==> config.mk <==
export PLATFORM = sky130hd
export DESIGN_NAME = utf7_style_decoder
export DESIGN_NICKNAME = d
export VERILOG_FILES = /design/src/sv/utf7d_pkg.sv /design/src/sv/utf7d_front.sv /design/src/sv/utf7d_fifo.sv /design/src/sv/utf7d_back.sv /design/src/sv/utf7_style_decoder.sv
export SDC_FILE = /design/constraint.sdc
export NUM_CORES = 1
export LEC_CHECK = 0
export ABC_AREA = 1
export BUFFER_PORTS_ARGS = -buffer_cell sky130_fd_sc_hd__buf_4
export CORE_MARGIN = 4
export CORE_UTILIZATION = 25
export DETAILED_ROUTE_END_ITERATION = 8
export GPL_ROUTABILITY_DRIVEN = 0
export PLACE_DENSITY_LB_ADDON = 0.3
export SYNTH_ARGS = -nofsm -noshare
export SYNTH_HDL_FRONTEND = slang
export SYNTH_HIERARCHICAL = 1
export SYNTH_SLANG_ARGS = --single-unit
==> constraint.sdc <==
create_clock -name clk -period 6.8 [get_ports clk]
set_input_delay 2.04 -clock clk [delete_from_list [all_inputs] [get_ports clk]]
set_output_delay 2.04 -clock clk [all_outputs]
set_load 0.02 [all_outputs]
==> src/sv/utf7d_pkg.sv <==
package utf7d_pkg;

  localparam logic [7:0] PLUS_CHAR  = 8'h2B;
  localparam logic [7:0] DASH_CHAR  = 8'h2D;
  localparam logic [7:0] SLASH_CHAR = 8'h2F;
  localparam logic [7:0] NOT_DIGIT  = 8'hFF;

  // One queue entry: the results caused by one input byte.
  typedef struct packed {
    logic       two;         // second byte follows the first
    logic       incomplete;  // stream ended inside a group
    logic [7:0] first;
    logic [7:0] second;
  } entry_t;

  // Base64 digit value, or NOT_DIGIT for any other byte.
  function automatic logic [7:0] digit_of(input logic [7:0] c);
    logic [7:0] d;
    d = NOT_DIGIT;
    if (c >= 8'h41 && c <= 8'h5A) d = c - 8'h41;
    else if (c >= 8'h61 && c <= 8'h7A) d = c - 8'h61 + 8'd26;
    else if (c >= 8'h30 && c <= 8'h39) d = c - 8'h30 + 8'd52;
    else if (c == PLUS_CHAR) d = 8'd62;
    else if (c == SLASH_CHAR) d = 8'd63;
    return d;
  endfunction

endpackage

==> src/sv/utf7d_front.sv <==
module utf7d_front (
  input  logic              clk,
  input  logic              rst,
  input  logic              accept,
  input  logic [7:0]        in_byte,
  input  logic              end_of_stream,
  output logic              emit,
  output utf7d_pkg::entry_t entry
);
  import utf7d_pkg::*;

  localparam logic [1:0] MODE_DIRECT = 2'd0;
  localparam logic [1:0] MODE_OPEN   = 2'd1;
  localparam logic [1:0] MODE_GROUP  = 2'd2;

  logic [1:0]  shift_mode, shift_mode_next;
  logic [1:0]  digits_held, digits_held_next;
  logic [11:0] partial_value, partial_value_next;
  logic [7:0]  digit;
  logic [17:0] word;

  assign digit = digit_of(in_byte);
  assign word  = {partial_value, 6'b0} | {10'b0, digit};

  always_comb begin
    shift_mode_next    = shift_mode;
    digits_held_next   = digits_held;
    partial_value_next = partial_value;
    emit               = 1'b0;
    entry              = '0;
    if (shift_mode == MODE_DIRECT) begin
      if (in_byte == PLUS_CHAR) begin
        shift_mode_next = MODE_OPEN;
      end else begin
        emit        = 1'b1;
        entry.first = in_byte;
      end
    end else if (digits_held == 2'd0) begin
      if (in_byte == DASH_CHAR && shift_mode != MODE_OPEN) begin
        shift_mode_next = MODE_DIRECT;
      end else if (digit == NOT_DIGIT) begin
        shift_mode_next = MODE_DIRECT;
        emit            = 1'b1;
        entry.first     = in_byte;
      end else begin
        partial_value_next = {4'b0, digit};
        digits_held_next   = 2'd1;
      end
    end else if (digits_held == 2'd1) begin
      partial_value_next = {partial_value[5:0], 6'b0} | {4'b0, digit};
      digits_held_next   = 2'd2;
    end else begin
      emit = 1'b1;
      if (word <= 18'h000FF) begin
        entry.first = word[7:0];
      end else begin
        entry.two    = 1'b1;
        entry.first  = word[15:8];
        entry.second = word[7:0];
      end
      digits_held_next   = 2'd0;
      partial_value_next = '0;
      shift_mode_next    = MODE_GROUP;
    end
    if (end_of_stream) begin
      // an open group only arises from bytes that gave no result
      if (digits_held_next != 2'd0) begin
        emit             = 1'b1;
        entry            = '0;
        entry.incomplete = 1'b1;
      end
      shift_mode_next    = MODE_DIRECT;
      digits_held_next   = 2'd0;
      partial_value_next = '0;
    end
  end

  always_ff @(posedge clk) begin
    if (rst) begin
      shift_mode    <= MODE_DIRECT;
      digits_held   <= 2'd0;
      partial_value <= '0;
    end else if (accept) begin
      shift_mode    <= shift_mode_next;
      digits_held   <= digits_held_next;
      partial_value <= partial_value_next;
    end
  end

endmodule

==> src/sv/utf7d_fifo.sv <==
module utf7d_fifo #(
  parameter int DEPTH = 4
) (
  input  logic              clk,
  input  logic              rst,
  input  logic              wr_en,
  input  utf7d_pkg::entry_t wr_entry,
  input  logic              rd_en,
  output utf7d_pkg::entry_t head,
  output logic              empty,
  output logic              full
);
  import utf7d_pkg::*;

  localparam int PTR_W = (DEPTH > 1) ? $clog2(DEPTH) : 1;
  localparam int CNT_W = $clog2(DEPTH + 1);

  entry_t             slots [DEPTH];
  logic [PTR_W-1:0]   wr_ptr, rd_ptr;
  logic [CNT_W-1:0]   count;
  logic               do_wr, do_rd;

  assign empty = (count == '0);
  assign full  = (count == CNT_W'(DEPTH));
  assign do_wr = wr_en && !full;
  assign do_rd = rd_en && !empty;
  assign head  = slots[rd_ptr];

  always_ff @(posedge clk) begin
    if (do_wr) begin
      slots[wr_ptr] <= wr_entry;
    end
  end

  always_ff @(posedge clk) begin
    if (rst) begin
      wr_ptr <= '0;
      rd_ptr <= '0;
      count  <= '0;
    end else begin
      if (do_wr) begin
        wr_ptr <= (wr_ptr == PTR_W'(DEPTH - 1)) ? '0 : wr_ptr + 1'b1;
      end
      if (do_rd) begin
        rd_ptr <= (rd_ptr == PTR_W'(DEPTH - 1)) ? '0 : rd_ptr + 1'b1;
      end
      if (do_wr && !do_rd) begin
        count <= count + 1'b1;
      end else if (do_rd && !do_wr) begin
        count <= count - 1'b1;
      end
    end
  end

endmodule

==> src/sv/utf7d_back.sv <==
module utf7d_back (
  input  logic              clk,
  input  logic              rst,
  input  utf7d_pkg::entry_t head,
  input  logic              empty,
  input  logic              pop,
  output logic              retire,
  output logic [7:0]        out_byte,
  output logic              incomplete,
  output logic              last_of_run
);
  import utf7d_pkg::*;

  logic on_second;

  assign out_byte    = on_second ? head.second : head.first;
  assign incomplete  = head.incomplete;
  assign last_of_run = !head.two || on_second;
  assign retire      = pop && !empty && last_of_run;

  always_ff @(posedge clk) begin
    if (rst) begin
      on_second <= 1'b0;
    end else if (pop && !empty) begin
      // advance to the second byte, or drop the entry
      on_second <= !last_of_run;
    end
  end

endmodule

==> src/sv/utf7_style_decoder.sv <==
// Channel   Handshake          Fields
// input     push / full        in_byte[7:0], end_of_stream
// result    empty / pop        out_byte[7:0], incomplete, last_of_run
//
// One input byte is taken each cycle while full is low; its results, if any,
// are registered into the queue when it is accepted.
// A byte that gives two results holds one queue entry for two pops; the
// result side delivers one result a cycle while pop is high, so the
// FIFO_DEPTH-entry queue sets how long the input runs ahead of a
// stalled consumer. Reset (rst, synchronous) returns the decoder to
// direct mode and empties the queue.
module utf7_style_decoder #(
  parameter int FIFO_DEPTH = 4
) (
  input  logic       clk,
  input  logic       rst,
  input  logic [7:0] in_byte,
  input  logic       end_of_stream,
  input  logic       push,
  output logic       full,
  output logic [7:0] out_byte,
  output logic       incomplete,
  output logic       last_of_run,
  output logic       empty,
  input  logic       pop
);
  import utf7d_pkg::*;

  logic   accept;
  logic   emit;
  logic   retire;
  entry_t new_entry;
  entry_t head;

  assign accept = push && !full;

  utf7d_front u_front (
    .clk           (clk),
    .rst           (rst),
    .accept        (accept),
    .in_byte       (in_byte),
    .end_of_stream (end_of_stream),
    .emit          (emit),
    .entry         (new_entry)
  );

  utf7d_fifo #(
    .DEPTH (FIFO_DEPTH)
  ) u_fifo (
    .clk      (clk),
    .rst      (rst),
    .wr_en    (accept && emit),
    .wr_entry (new_entry),
    .rd_en    (retire),
    .head     (head),
    .empty    (empty),
    .full     (full)
  );

  utf7d_back u_back (
    .clk         (clk),
    .rst         (rst),
    .head        (head),
    .empty       (empty),
    .pop         (pop),
    .retire      (retire),
    .out_byte    (out_byte),
    .incomplete  (incomplete),
    .last_of_run (last_of_run)
  );

endmodule

**Word level (Yosys, flattened, before mapping)**

Memories as Yosys holds them, arrays and structs flattened. A register that Yosys moved wholly into a read port is not among the register bits.
Index checks and enable logic that the tools add are counted.

- Bitwise gates (word level): 2
- Equal/unequal tests: 15
- Add/subtract/negate cells: 9
- Reductions and logical operators: 26
- Muxes and demuxes: 57
- $lt $le $gt $ge: 7

Operator list:

| cell | number |
|---|---|
| $mux W8 | 15 |
| $mux W12 | 6 |
| $mux W18 | 2 |
| $mux W2 | 17 |
| $eq A8 B6 Y1 const B | 3 |
| $le A18 B8 Y1 const B | 1 |
| $or A18 B8 Y18 | 1 |
| $ge A8 B7 Y1 const B | 2 |
| $le A8 B7 Y1 const B | 2 |
| $mux W16 | 1 |
| $sub A8 B7 Y8 const B | 2 |
| $mux W1 | 14 |
| $logic_and A1 B1 Y1 | 12 |
| $or A12 B8 Y12 | 1 |
| $add A8 B5 Y8 const B | 1 |
| $add A8 B6 Y8 const B | 1 |
| $eq A8 B8 Y1 const B | 1 |
| $ge A8 B6 Y1 const B | 1 |
| $le A8 B6 Y1 const B | 1 |
| $reduce_and A4 Y1 | 2 |
| $sub A8 B6 Y8 const B | 1 |
| $logic_not A1 Y1 | 6 |
| $mux W3 | 2 |
| $ne A3 B3 Y1 const B | 2 |
| 15 further kinds | 19 |

- Flip-flop bits (word level): 24
- Output and inout bits: 12
- Memories kept: 1
- RAM bits: 72

Memory list:

| name | words | width | rd ports | clocked after Yosys merged registers in | wr ports | RTL line | text |
|---|---|---|---|---|---|---|---|
| u_fifo.slots | 4 | 18 | 1 | 1 | 1 | utf7d_fifo.sv:18 | `entry_t slots [DEPTH];` |

**Logic depth before layout (Yosys ltp)**

- Word-level depth: 20
- Mapped depth: 32
- Depth with buffers taken out: 31

**By module**

Netlist, hierarchy kept.

Modules (own cells, without submodules):

| module | cells each | area an instance (um2) | instances |
|---|---|---|---|
| utf7d_fifo | 245 | 3214.3 | 1 |
| utf7d_front | 365 | 2214.6 | 1 |
| utf7d_back | 38 | 185.2 | 1 |
| utf7_style_decoder | 5 | 23.8 | 1 |

**Worst setup path after synthesis**

OpenSTA, ideal clock, no wires.

- Path kind: in2reg
- Start point: input in_byte[2]
- End point: memory u_fifo/slots[0][0] (netlist bit) (enable)
- Setup time: 0.393 ns
- Arrival time: 4.776 ns
- Cell stages on the path: 19
- Path slack: 1.631 ns
- Buffers on the path: 1
- Data required time: 6.407 ns
- Path through: buf_2 > inv_1 > ha_1 > nand2_1 > nand2_1 > nand2_1 > nand2_2 > nand2_1 > nand2_1 > nand3_2 > nor2_8 > nand3_2 > o21ai_0 > a21oi_1 > nand2_1 > inv_1 > nor2_2 > nand2_2 > nor2_1

- Cells in the longest elaborated chain, start to end: 18

RTL lines:

| element | RTL line | text |
|---|---|---|
| from (decl) | utf7_style_decoder.sv:17 | `input logic [7:0] in_byte,` |
| branches (longest 13 deep; another with $sub A8 B6 Y8) | -- |  |
| $mux W1 (*) | utf7d_front.sv:65 | `if (end_of_stream) begin` |
| via emit | utf7_style_decoder.sv:30 | `logic emit;` |
| $logic_and A1 B1 Y1 (*) | utf7_style_decoder.sv:52 | `.wr_en (accept && emit),` |
| $logic_and A1 B1 Y1 (*) | utf7d_fifo.sv:25 | `assign do_wr = wr_en && !full;` |
| $mux W1 (*) | utf7d_fifo.sv:30 | `if (do_wr) begin` |
| $mux W1 (not written as such) (*) | utf7d_fifo.sv:31 | `slots[wr_ptr] <= wr_entry;` |
| to (decl) | utf7d_fifo.sv:18 |  |

Mark *: on every way through the listed nets, which the timed path passes.

**Worst setup path in the final report**

- Start point: input in_byte[3]
- End point: register u_fifo.count[1]

- Cells in the longest elaborated chain, start to end: 19

RTL lines:

| element | RTL line | text |
|---|---|---|
| branches (longest 13 deep; another with $sub A8 B6 Y8) | -- |  |
| $mux W1 (*) | utf7d_front.sv:65 |  |
| via emit | utf7_style_decoder.sv:30 |  |
| $logic_and A1 B1 Y1 (*) | utf7_style_decoder.sv:52 |  |
| $logic_and A1 B1 Y1 (*) | utf7d_fifo.sv:25 |  |
| via u_fifo.do_wr | utf7d_fifo.sv:21 | `logic do_wr, do_rd;` |
| $logic_not A1 Y1 | utf7d_fifo.sv:49 | `end else if (do_rd && !do_wr) begin` |
| $logic_and A1 B1 Y1 | utf7d_fifo.sv:49 |  |
| $reduce_bool A2 Y1 (no line) | -- |  |
| to (signal assigned) | utf7d_fifo.sv:48 | `count <= count + 1'b1;` |
| to (signal assigned) | utf7d_fifo.sv:50 | `count <= count - 1'b1;` |
| to (decl) | utf7d_fifo.sv:20 | `logic [CNT_W-1:0] count;` |

Marked as above.
A chain may end at the register's enable or synchronous reset.

==> results.json <==
{
  "power_uw": 2140,
  "reg2reg_setup_slack_ns": 3.72,
  "place_inst": 937,
  "worstMarginPinSlew_ns": 0.979,
  "die_w_um": 158,
  "ys_seq_area_share_pct": 47.6,
  "io_pins": 25,
  "finalSetupTns_ns": 0,
  "ir_drop_uv": 125,
  "r2r-end": "u_fifo/count[2]$_SDFFE_PP0P_",
  "cp_data_required_time_ns": 7.04,
  "dp_hpwl_um": 9520,
  "diodes": 0,
  "rows": 54,
  "status": "complete, no violations",
  "post_dp_cell_area_um2": 6000,
  "antenna_found_initial": 0,
  "fp.dieH_um": 158,
  "slew_headroom_pct": 34.5,
  "power_density_nw_per_um2": 339,
  "path_max_fanout": 9,
  "rsz0062_at_grt": "no",
  "syn_area_per_cell_um2": 8.63,
  "drt_pass1_iterations": 6,
  "worstRegToRegCells": 21,
  "hold_path_end": "u_front/partial_value[11]$_SDFFE_PP0P_",
  "wl_um": 13600,
  "cts-hold-fix-buffers": 0,
  "worstPathArrival_ns": 5.33,
  "netlist_instances": 653,
  "initial_utilization_pct": 25.6,
  "slew_viol_final": 0,
  "final_cells": 953,
  "synth.distinct_cells": 41,
  "yosys_register_bits": 98,
  "nNetsFinal": 696,
  "die_area_um2": 25000,
  "period_share_pct": 74.9,
  "hold_path_depth": 2,
  "first_global_vias": 4180,
  "hold_start": "u_front/partial_value[11]$_SDFFE_PP0P_",
  "clk_latency_ns": 0.35,
  "cts_tree": "done",
  "r2r-start": "u_front/shift_mode[0]$_SDFFE_PP0P_",
  "syn2layout_area_growth_pct": 11.8,
  "grt_pass1_wl_um": 22400,
  "post-route-min-period_ns": 5.09,
  "drt_iter0_drc": 254,
  "drc": 0,
  "ys_warn_count": 6,
  "start_kind": "primary input",
  "post_cts.repair.setup_buffers": 0,
  "synth_top_area_share_pct": 38.3,
  "finalSetupViolations": 0,
  "grt_overflow_total": 0,
  "hold_viol": 0,
  "fmax_mhz": 196,
  "post_drt_via_cell_ratio": 4.49,
  "clk_pin_slew_worst_paths_ns": 0.08,
  "cap_viol_max_count": 0,
  "fin_area_um2": 6300,
  "power.leakage_uw": 0.00257,
  "root_buffer": "clkbuf_16",
  "yosysTopAreaCell": "edfxtp_1",
  "crit_path_end_kind": "register",
  "synth_area_leaders": "edfxtp_1 (38%), dfxtp_1 (9.2%), nand2_1 (8.8%), nor2_1 (6.3%), inv_1 (4.7%)",
  "grt_max_degree": 38,
  "cts-buffers-inserted": 9,
  "placement.io_buffers": 24,
  "drt-wirelength-per-cell_um": 14.3,
  "syn-num-nets": 681,
  "num_vias": 4282,
  "ctsResizeCount": 0,
  "worst-setup-path-type": "in2reg",
  "cts_max_level": 3,
  "worst_clock_skew_ns": 0.0144,
  "cts_num_sinks": 98,
  "netlist_area_um2": 5640,
  "drive_gt1_share_pct": 17.2,
  "hold_class": "reg2reg",
  "clock_path_buffers": 2,
  "grt.total_usage_pct": 11.3,
  "ant_nets": 0,
  "core_um2": 22000
}
## placed cells by master (no fill, tap or decap), types with 5 or more instances in the layout
cell / instances
a21oi_1: 22
a21oi_2: 12
buf_4: 29
clkbuf_16: 9
dfxtp_1: 26
edfxtp_1: 72
ha_1: 14
inv_1: 70
inv_2: 6
nand2_1: 132
nand2_2: 20
nand2_4: 5
nand3_1: 17
nand3_2: 7
nand3b_1: 5
nand4_1: 22
nor2_1: 95
nor2_2: 7
nor2_4: 5
o21ai_0: 30
o21ai_1: 16
o22ai_1: 19
xor2_1: 5
## cells by family after synthesis
| logic type | Yosys count | share of synthesized area [%] |
|---|---|---|
| and+or+nand+nor | 323 | 27.8 |
| AOI/OAI and AO/OA | 106 | 11.0 |
| buffers and inverters | 104 | 9.12 |
| DFF | 98 | 47.6 |
| adders and majority gates | 15 | 3.46 |
| xor gates and xnor gates | 7 | 1.09 |
## metal layers
metal / track usage, % / wire (um) / vias to the layer above / part of all wire, %
li1: - / - / 2193 / -
met1: 15.8 / 6760 / 1980 / 50
met2: 18.3 / 6230 / 100 / 46
met3: 2.00 / 559 / 9 / 4.1
met4: 2.32 / 100 / 0 / 0.73
met5: 0 / 0 / - / 0
## how the worst max path moves through the flow
stage                           from  slack, ns                      endpoint  cells after the start
final                     in_byte[3]       1.71  u_fifo/count[1]$_SDFFE_PP0P_                     25
after global routing      in_byte[1]       1.35  u_fifo/count[2]$_SDFFE_PP0P_                     28
after CTS                 in_byte[3]       1.71  u_fifo/count[1]$_SDFFE_PP0P_                     25
after detailed placement  in_byte[3]       1.35  u_fifo/count[1]$_SDFFE_PP0P_                     25
after global placement    in_byte[2]       1.37  u_fifo/count[1]$_SDFFE_PP0P_                     25
after floorplan           in_byte[2]       1.63  u_fifo/slots[0][0]$_DFFE_PP_                     19
## where the power goes
| group | internal, uW | leakage, uW | switching, uW |
|---|---|---|---|
| combinational | 268 | 0.00156 | 531 |
| clock | 290 | 0.000139 | 228 |
| sequential | 762 | 0.000878 | 56.6 |
## state kept, by name, indices dropped and copies added (netlist names), named ones only
| name | count |
|---|---|
| u_back/on_second | 1 |
| u_front/partial_value | 12 |
| u_front/digits_held | 2 |
| u_fifo/count | 3 |
| u_front/shift_mode | 2 |
| u_fifo/wr_ptr | 2 |
| u_fifo/rd_ptr | 2 |
| u_fifo/slots | 72 |
## cell type report
class	instances	area, um^2
clock inverters	6	75.1
repair buffers	29	218
multi-input cells	451	2440
clock buffers	10	229
flip-flops and latches	98	2680
inverters	79	308
well taps	280	350
fillers	2346	15700
## worst max-delay path: stages
cell     delay, ns
buf_4         0.14
inv_1         0.18
ha_1          0.21
nand2_1       0.11
inv_1         0.09
nand2_1       0.05
nand2_1       0.08
nand3_2       0.12
nand3_1       0.20
nand2_4       0.11
nor2_8        0.18
nand3_2       0.14
nand3_2       0.11
nand3_2       0.09
nand2_4       0.16
nand2_1       0.09
inv_1         0.07
nor2_2        0.05
nand2_2       0.12
inv_1         0.06
ha_1          0.21
inv_1         0.09
fa_1          0.40
o21ai_0       0.17
nor2_1        0.05
## through the flow
stage                     hold slack [ns]  utilization [%]  worst slack, ns
after CTS                           0.469             28.6             1.71
after detailed placement            0.454             27.2             1.35
after floorplan                     0.444                -             1.63
after global placement              0.456             27.2             1.37
final                               0.464             28.6             1.71
after global routing                0.480             28.6             1.35
## Yosys cell counts
cell / count
o21ai_0: 30
nand4_1: 22
o2111ai_1: 1
fa_1: 1
nor3_2: 1
o21ai_1: 16
nor2_8: 2
ha_1: 14
inv_8: 1
a21oi_1: 22
xnor2_1: 2
inv_2: 6
buf_4: 5
a31oi_1: 1
nand3_1: 17
xor2_1: 5
nor3_1: 2
nor2_4: 5
nand2_1: 132
o22ai_1: 19
clkbuf_1: 6
clkinv_2: 1
nand2_2: 20
buf_2: 2
buf_6: 10
inv_1: 70
nand2_4: 5
o211ai_1: 3
edfxtp_1: 72
nand3_4: 2
dfxtp_1: 26
o21ai_2: 2
a21oi_2: 12
nand3b_1: 5
buf_12: 1
nor2_1: 95
inv_4: 1
buf_1: 1
nand3_2: 7
nor2_2: 7
or2_1: 1
Power figures use the tool's default switching activity.
